===== src/rtl/abst_pkg.sv =====
package abst_pkg;

    localparam int KEY_W  = 32;
    localparam int STAT_W = 2;
    localparam int SLOT_W = 10;

    localparam logic OP_INSERT = 1'b0;
    localparam logic OP_SEARCH = 1'b1;

    localparam logic [STAT_W-1:0] ST_INSERTED  = 2'd0;
    localparam logic [STAT_W-1:0] ST_FOUND     = 2'd1;
    localparam logic [STAT_W-1:0] ST_NOT_FOUND = 2'd2;
    localparam logic [STAT_W-1:0] ST_NO_ROOM   = 2'd3;

    typedef logic [1:0] step_t;

    localparam step_t STEP_CLEAR = 2'd0;
    localparam step_t STEP_IDLE  = 2'd1;
    localparam step_t STEP_WALK  = 2'd2;
    localparam step_t STEP_EMIT  = 2'd3;

    localparam int UC_DEPTH = 4;

    // Condition that selects the jump target; otherwise the next field is taken.
    typedef enum logic [2:0] {
        COND_NEVER    = 3'd0,
        COND_CLR_BUSY = 3'd1,
        COND_NO_REQ   = 3'd2,
        COND_DESCEND  = 3'd3,
        COND_OUT_BUSY = 3'd4
    } cond_t;

    typedef struct packed {
        logic clear;
        logic accept;
        logic walk;
        logic emit;
    } ctl_t;

    typedef struct packed {
        ctl_t  ctl;
        cond_t cond;
        step_t jump;
        step_t next;
    } ucode_t;

    typedef struct packed {
        logic clr_last;
        logic descend;
        logic out_free;
    } dp_flags_t;

    localparam ucode_t UCODE [UC_DEPTH] = '{
        '{ctl: '{clear: 1'b1, accept: 1'b0, walk: 1'b0, emit: 1'b0},
          cond: COND_CLR_BUSY, jump: STEP_CLEAR, next: STEP_IDLE},
        '{ctl: '{clear: 1'b0, accept: 1'b1, walk: 1'b0, emit: 1'b0},
          cond: COND_NO_REQ,   jump: STEP_IDLE,  next: STEP_WALK},
        '{ctl: '{clear: 1'b0, accept: 1'b0, walk: 1'b1, emit: 1'b0},
          cond: COND_DESCEND,  jump: STEP_WALK,  next: STEP_EMIT},
        '{ctl: '{clear: 1'b0, accept: 1'b0, walk: 1'b0, emit: 1'b1},
          cond: COND_OUT_BUSY, jump: STEP_EMIT,  next: STEP_IDLE}
    };

endpackage


===== src/rtl/abst_sequencer.sv =====
module abst_sequencer (
    input  logic                clk,
    input  logic                rst_n,
    input  logic                req_valid,
    input  abst_pkg::dp_flags_t flags,
    output abst_pkg::ctl_t      ctl
);
    import abst_pkg::*;

    step_t  pc_reg;
    step_t  pc_next;
    ucode_t word;
    logic   cond_true;

    assign word = UCODE[pc_reg];
    assign ctl  = word.ctl;

    always_comb
    begin
        case (word.cond)
            COND_NEVER:    cond_true = 1'b0;
            COND_CLR_BUSY: cond_true = !flags.clr_last;
            COND_NO_REQ:   cond_true = !req_valid;
            COND_DESCEND:  cond_true = flags.descend;
            COND_OUT_BUSY: cond_true = !flags.out_free;
            default:       cond_true = 1'b0;
        endcase
        pc_next = cond_true ? word.jump : word.next;
    end

    always_ff @(posedge clk or negedge rst_n)
    begin
        if (!rst_n)
        begin
            pc_reg <= STEP_CLEAR;
        end
        else
        begin
            pc_reg <= pc_next;
        end
    end

endmodule


===== config.mk =====
export PLATFORM = sky130hd
export DESIGN_NAME = abst_sequencer
export DESIGN_NICKNAME = d
export VERILOG_FILES = /design/src/rtl/abst_pkg.sv /design/src/rtl/abst_sequencer.sv
export SDC_FILE = /design/constraint.sdc
export NUM_CORES = 1
export LEC_CHECK = 0
export BUFFER_PORTS_ARGS = -buffer_cell sky130_fd_sc_hd__buf_2
export CAP_MARGIN = 15
export CORE_AREA = 2 2 39 41
export CTS_BUF_LIST = sky130_fd_sc_hd__clkbuf_2 sky130_fd_sc_hd__clkbuf_4 sky130_fd_sc_hd__clkbuf_8
export DETAILED_ROUTE_END_ITERATION = 12
export DIE_AREA = 0 0 41 43
export SLEW_MARGIN = 20
export SYNTH_ARGS = -nofsm -noshare
export SYNTH_HDL_FRONTEND = slang
export SYNTH_SLANG_ARGS = --single-unit

===== constraint.sdc =====
create_clock -name clk -period 3.6 [get_ports clk]
set_clock_uncertainty 0.05 [all_clocks]
set_input_delay 0.72 -clock clk [delete_from_list [all_inputs] [get_ports clk]]
set_output_delay 0.72 -clock clk [all_outputs]
set_load 0.01 [all_outputs]

======== Word-level counts from Yosys, hierarchy flattened ========
Cells that the tools add are included.
storage, ports and cells
  register bits ........................... 2
  output and inout port bits .............. 4
operators by class
  magnitude comparators ................... 1
  equality and inequality tests ........... 4
  mux-type cells .......................... 5
  bitwise operators ....................... 1
  reduce and logical (&&, ||, !) cells .... 3
operator list
  cell                                                                   count
  11-bit binary-select mux with 2-bit select                             1
  11-bit two-way mux                                                     2
  3-bit by 2-bit equality test with 1-bit output, second input constant  2
  1-bit case mux with 4 select lines                                     1
  3-bit by 1-bit equality test with 1-bit output, second input constant  1
  3-bit equality test, second input constant                             1
  3-bit >= comparator, second input constant                             1
  1-bit zero test                                                        3
  2-bit NOT with 3-bit output                                            1
  2-bit two-way mux                                                      1

======== Longest topological paths before layout ========
Gate-level depths: netlist (run 1).
  depth in word-level cells ............... 7
  mapped depth ............................ 5

======== Least setup slack after synthesis (run 1) ========
OpenSTA, ideal clock, no wires.
  path type ............................... flip-flop to flip-flop
  from .................................... register pc_reg[0]
  to ...................................... register pc_reg[1]
  cell stages (with the launch flop) ...... 6
  library setup time ...................... 125 ps
  path slack .............................. 2126 ps
  path buffers ............................ 0
  arrival time ............................ 1299 ps
  path through ............................ dfrtp_1 -> inv_1 -> ha_1 -> inv_1 -> o2111ai_2 -> mux2_4
on the way
  word-level cells in the longest chain between the ends .. 7
  elaborated cells between the ends (all ways) .. 10
  classes of those cells .................. eq/ne (4); mux (5); bitwise (1)
ends and longest elaborated chain
  item                                                        RTL line              text
  start: declaration                                          abst_sequencer.sv:10  step_t pc_reg;
  start signal: assignment                                    abst_sequencer.sv:39  pc_reg <= pc_next;
  2-bit NOT with 3-bit output (implied by the code) (*)       abst_sequencer.sv:15  assign word = UCODE[pc_reg];
  11-bit binary-select mux with 2-bit select (*)              abst_sequencer.sv:15
  11-bit two-way mux (implied by the code) (*) (2 in series)  abst_sequencer.sv:15
  3-bit equality test, or another cell as far along           abst_sequencer.sv:20  case (word.cond)
  1-bit case mux with 4 select lines                          abst_sequencer.sv:20
  2-bit two-way mux (*)                                       abst_sequencer.sv:28  pc_next = cond_true ? word.jump : word.next;
Every way passes the cells marked *; elsewhere a longest branch is shown, timed or not. The select of a mux whose other input is x is not followed.

==> flow_summary.yaml, run 1 <==
synth:
  synth-edff-count: 0
  async_reset_ff_share_pct: 100
  post-synth-top-count-cell: "ha_1"
  syn-num-nets: 27
  synth_warnings: 0
  synth-simple-area-share_pct: 11.5
  synth-seq-cells: 2
  netlist_area_sq_um: 185
  yosysTopAreaCellShare_pct: 33.8
  synthTopCellsByArea: "ha_1, dfrtp_1, mux2_4, o2111ai_2, inv_1"
  synth_xor_area_share_pct: 0
  synth_compound_area_share_pct: 8.11
  ys_types: 9
  yosys-top-cells-count: "ha_1, inv_1, dfrtp_1"
  synth_adder_area_share_pct: 33.8
  synth.area.mux_share_pct: 13.5
  synthCells: 16
  ys.flop_type: "dfrtp_1"
  yosysSeqAreaShare_pct: 27.0
  synth.avg_cell_area_sq_um: 11.6
  synth_top_area_cell: "ha_1"
  synth_top_family_by_area: "adder cells"
timing:
  finalCritPeriodShare_pct: 51.1
  post-route-min-period_ps: 1840
  setup_slack_ps: 1760
  tightest_slew_ps: 233
  hold_violations: 0
  slew_viol_final: 0
  relSlewSlack_pct: 84.4
  fmax_ghz: 0.543
  setup_viol_count_final: 0
  tns_ps: 0
  rsz0062_at_grt: "false"
  holdWs_ps: 228
power_and_ir_drop:
  ir_worst_vdd_uv: 165
  pwr-share-comb_pct: 57.0
  power_frac_clock_pct: 21.7
  swShare_pct: 38.7
  leakage_nw: 0.152
  p_sw_w: 0.0000871
  internal_power_w: 0.000138
  seqPwrFrac_pct: 21.4
  powerDensity_mw_per_mm2: 825
clock_tree:
  cts_resized: 0
  clock_path_buffers: 2
  cts_buffers: 3
  root_buffer: "clkbuf_4"
  cts_sinks: 2
  insertion_delay_ps: 220
  post_cts_buffers: 0
  holdBufCountCts: 0
  cts.htree.levels: 1
  cts.reportedPaths.clkPinSlew_ps: 30
  cts_tree: "yes"
critical_path:
  cp.required_ps: 2830
  worstPathArrival_ps: 1070
  critPathMaxFanout: 5
  crit_type: "reg2out"
  startpoint_type: "flop"
  end_kind: "output port"
route:
  dr_total_vias: 153
  postRouteAntennaNets: 0
  drt_iter0_drc: 0
  wl_per_cell_um: 7.66
  drc: 0
  drtPass1Iterations: 1
  avgViaCountPerCell: 3.48
  drt-total-wl_um: 337
placed_design:
  gp_routability_congestion: 0.539
  dp_slack_ps: 1980
  hpwl_um: 281
  placedCellCount: 41
  io_buffer_count: 9
  placed_area_sq_um: 250
floorplanning:
  io_pins: 10
  die_x_um: 41
  dieHeight_um: 43
  dieArea_sq_mm: 0.00176
  std_cell_rows: 14
  fp.coreArea_sq_mm: 0.00138
  start_util_pct: 13.4
final_layout:
  nNetsFinal: 41
  antenna_cells: 0
  finalNonFillerCells: 44
  regArea_sq_um: 50.0
  fin_area_sq_um: 273
  areaGrowthSynthToFinish_pct: 47.3
  largest_reg_flops: 2
  fillers: 152
  multiInputGateArea_sq_um: 124
  drive_gt1_share_pct: 57.1
global_route:
  grt_util_met3_pct: 1.57
  grt_pass1_wl_um: 565
  grtUsageMet1_pct: 5.14
  grt_pass1_vias: 174
  grt_max_degree: 6
  antenna_found_initial: 0
  globalRoute.totalOverflow: 0
  met2_usage_pct: 6.88
  grt_busiest_layer: "met4"
  grt_use_total_pct: 5.32
outcome:
  run_status: "finished, final reports clean"
run:
  max_cap_viol_count: 0
hold_path:
  hold_path_class: "in2async"
kinds of logic after synthesis:
logic type | count (synthesis)
AO/OA/AOI/OAI | 1
adder cells (fa/ha/maj) | 5
buffers and inverters | 3
flip-flops | 2
multiplexers | 2
AND/OR/NAND/NOR | 3
power by group through the flow:
| stage | Clock [W] | Sequential, W | Combinational [W] |
|---|---|---|---|
| global placement | 0 | 0.0000481 | 0.000130 |
| detailed placement | 0 | 0.0000494 | 0.000132 |
| floorplan | 0 | 0.0000459 | 0.000100 |
| finish | 0.0000488 | 0.0000481 | 0.000128 |
| CTS | 0.0000534 | 0.0000491 | 0.000132 |
| global route | 0.0000527 | 0.0000516 | 0.000150 |
worst paths after layout:
check,start,to,slack [ps],cells after the start
max in group asynchronous,rst_n,pc_reg[0],3170,1
worst min register to register,pc_reg[1],pc_reg[1],550,1
worst min-delay path,rst_n,pc_reg[1],230,1
worst max-delay path,pc_reg[1],ctl[2],1760,3
min in group clk,pc_reg[1],pc_reg[1],550,1
worst max register to register,pc_reg[0],pc_reg[1],2130,5
metrics by stage:
stage | power [W] | utilization (%)
after floorplan | 0.000146 | -
after global placement | 0.000178 | 18.1
after detailed placement | 0.000181 | 18.1
after CTS | 0.000235 | 19.7
after global routing | 0.000254 | 19.7
final | 0.000225 | 19.7
layout make-up:
class	count	area share, %
Clock buffer	3	8.26
Inverter	3	4.13
Multi-Input combinational cell	11	45.4
Sequential cell	2	18.3
Tap cell	16	7.34
Timing Repair Buffer	9	16.5
metal layers:
| layer | wire length (um) | vias up |
|---|---|---|
| li1 | - | 77 |
| met1 | 125 | 68 |
| met4 | 0 | 0 |
| met2 | 169 | 8 |
| met3 | 43 | 0 |
| met5 | 0 | - |
worst max-delay path: stages, from the launching register on:
cell and delay [ps]:
dfrtp_1 410, inv_1 90, ha_1 200, buf_2 150
placed cells by master (no fill, tap or decap), drive strengths merged:
| cell type | count |
|---|---|
| buf | 9 |
| ha | 5 |
| inv | 3 |
| clkbuf | 3 |
| dfrtp | 2 |
| nand2b | 2 |
| nand2 | 1 |
| o2111ai | 1 |
| mux2 | 1 |
| mux2i | 1 |
Note: power is estimated with default switching activity, not from simulation.
==> inputs of run 2 (changes only) <==
Clock period 3.6 ns to 1.9 ns, I/O delays scaled along.
==> run 2 against run 1 <==
Critical path depth did not move. Core utilization is 0.72 points higher. Clock power grew 89%. Combinational power grew 95%. Sequential power rose by 93%. Routed wire length rose by 2.7%. First-iteration DRC count is 1 higher. Die area stayed put. Critical path type unchanged. Largest cell class unchanged.
==> flow_summary.yaml, run 2 (same netlist as run 1, synthesis figures left out) <==
outcome:
  run_status: "finished, final reports clean"
critical_path:
  reg2reg_depth: 5
  r2r-end: "pc_reg[1]"
  cp.required_ps: 1470
  r2r_slack_ps: 420
  startpoint_type: "flop"
  end_kind: "output port"
  crit_type: "reg2out"
  worstReg2RegStart: "pc_reg[0]"
  worstPathArrival_ps: 1090
  critPathMaxFanout: 5
run:
  max_cap_viol_count: 0
floorplanning:
  fp.coreArea_sq_mm: 0.00138
  io_pins: 10
  die_x_um: 41
  start_util_pct: 13.4
  dieHeight_um: 43
  std_cell_rows: 14
  dieArea_sq_mm: 0.00176
global_route:
  grt_pass1_wl_um: 579
  grt_use_total_pct: 5.72
  grt_pass1_vias: 148
  globalRoute.totalOverflow: 0
  grt_max_degree: 6
  antenna_found_initial: 0
final_layout:
  largest_reg_flops: 2
  antenna_cells: 0
  areaGrowthSynthToFinish_pct: 52.7
  fillers: 156
  finalNonFillerCells: 45
  drive_gt1_share_pct: 55.2
  final_cell_mix: "buf_2, ha_1, inv_1, clkbuf_4, dfrtp_1"
  nNetsFinal: 42
  final_util_pct: 20.4
  final_common_cell: "buf_2"
route:
  avgViaCountPerCell: 3.36
  drt_iter0_drc: 1
  drt-total-wl_um: 346
  drtPass1Iterations: 2
  drc: 0
  wl_per_cell_um: 7.69
  dr_total_vias: 151
  postRouteAntennaNets: 0
timing:
  tightest_slew_ps: 240
  tns_ps: 0
  post-route-min-period_ps: 1520
  hold_violations: 0
  fmax_ghz: 0.656
  setup_viol_count_final: 0
  slew_viol_final: 0
  finalCritPeriodShare_pct: 80.2
  setup_slack_ps: 375
  rsz0062_at_grt: "false"
  relSlewSlack_pct: 84.0
power_and_ir_drop:
  leakage_nw: 0.156
  powerDensity_mw_per_mm2: 1540
  p_total_w: 0.000435
  ir_worst_vdd_uv: 546
placed_design:
  hpwl_um: 280
  placedCellCount: 41
  gp_routability_congestion: 0.583
  io_buffer_count: 9
  dp_slack_ps: 410
clock_tree:
  cts.htree.levels: 1
  cts.reportedPaths.clkPinSlew_ps: 30
  post_cts_buffers: 0
  root_buffer: "clkbuf_4"
  insertion_delay_ps: 220
  cts_buffers: 3
  cts_sinks: 2
  cts_tree: "yes"
  clock_path_buffers: 2
hold_path:
  hold_path_class: "in2async"
==> run 2: cell types whose count changed in the layout (fill, tap and decap cells not counted), sizes merged <==
cell         change
dlygate4sd3      +1
==> run 2: worst max-delay path by stage <==
| stage | start | slack [ps] | cells after the start | to |
|---|---|---|---|---|
| 6_report | pc_reg[1] | 380 | 3 | ctl[2] |
| 5_1_grt | pc_reg[1] | 280 | 3 | ctl[2] |
| 4_1_cts | pc_reg[1] | 360 | 3 | ctl[2] |
| 3_5_place_dp | pc_reg[0] | 410 | 5 | pc_reg[1] |
| 3_3_place_gp | pc_reg[0] | 430 | 5 | pc_reg[1] |
| 2_1_floorplan | pc_reg[0] | 430 | 5 | pc_reg[1] |
==> run 2: cell type report <==
cell class                      count  area, sq um  share of cell area (%)
Tap cell                           16         20.0                    7.08
Sequential cell                     2         50.0                    17.7
Timing Repair Buffer               10         55.1                    19.5
Clock buffer                        3         22.5                    7.96
Inverter                            3         11.3                    3.98
Multi-Input combinational cell     11          124                    43.8
==> run 2: per-layer routing <==
layer  GRT usage [%]  share of wire, %
met1            6.11                50
met2            6.25                39
met3            4.71                11
met4            6.00                 0
met5               0                 0
==> run 2: timing repair <==
action,in CTS,in global routing
hold buffers,1,0
endpoints found under the hold margin,2,0
resized for setup,0,0
==> run 2: critical path: stages (launching register included) <==
cell and delay [ps]:
dfrtp_1 420, inv_1 100, ha_1 200, buf_2 150
==> run 2: where the power goes <==
| part | internal (W) | switching [W] | total [W] |
|---|---|---|---|
| Sequential | 0.0000661 | 0.0000265 | 0.0000926 |
| Combinational | 0.000128 | 0.000123 | 0.000250 |
| Clock | 0.0000696 | 0.0000228 | 0.0000924 |
| Total | 0.000263 | 0.000172 | 0.000435 |
==> run 2: per-stage QoR <==
step	area [sq um]	hold WS, ps
final	283	419
after global routing	283	429
after CTS	283	407
after detailed placement	250	118
after global placement	250	118
after floorplan	185	34.4
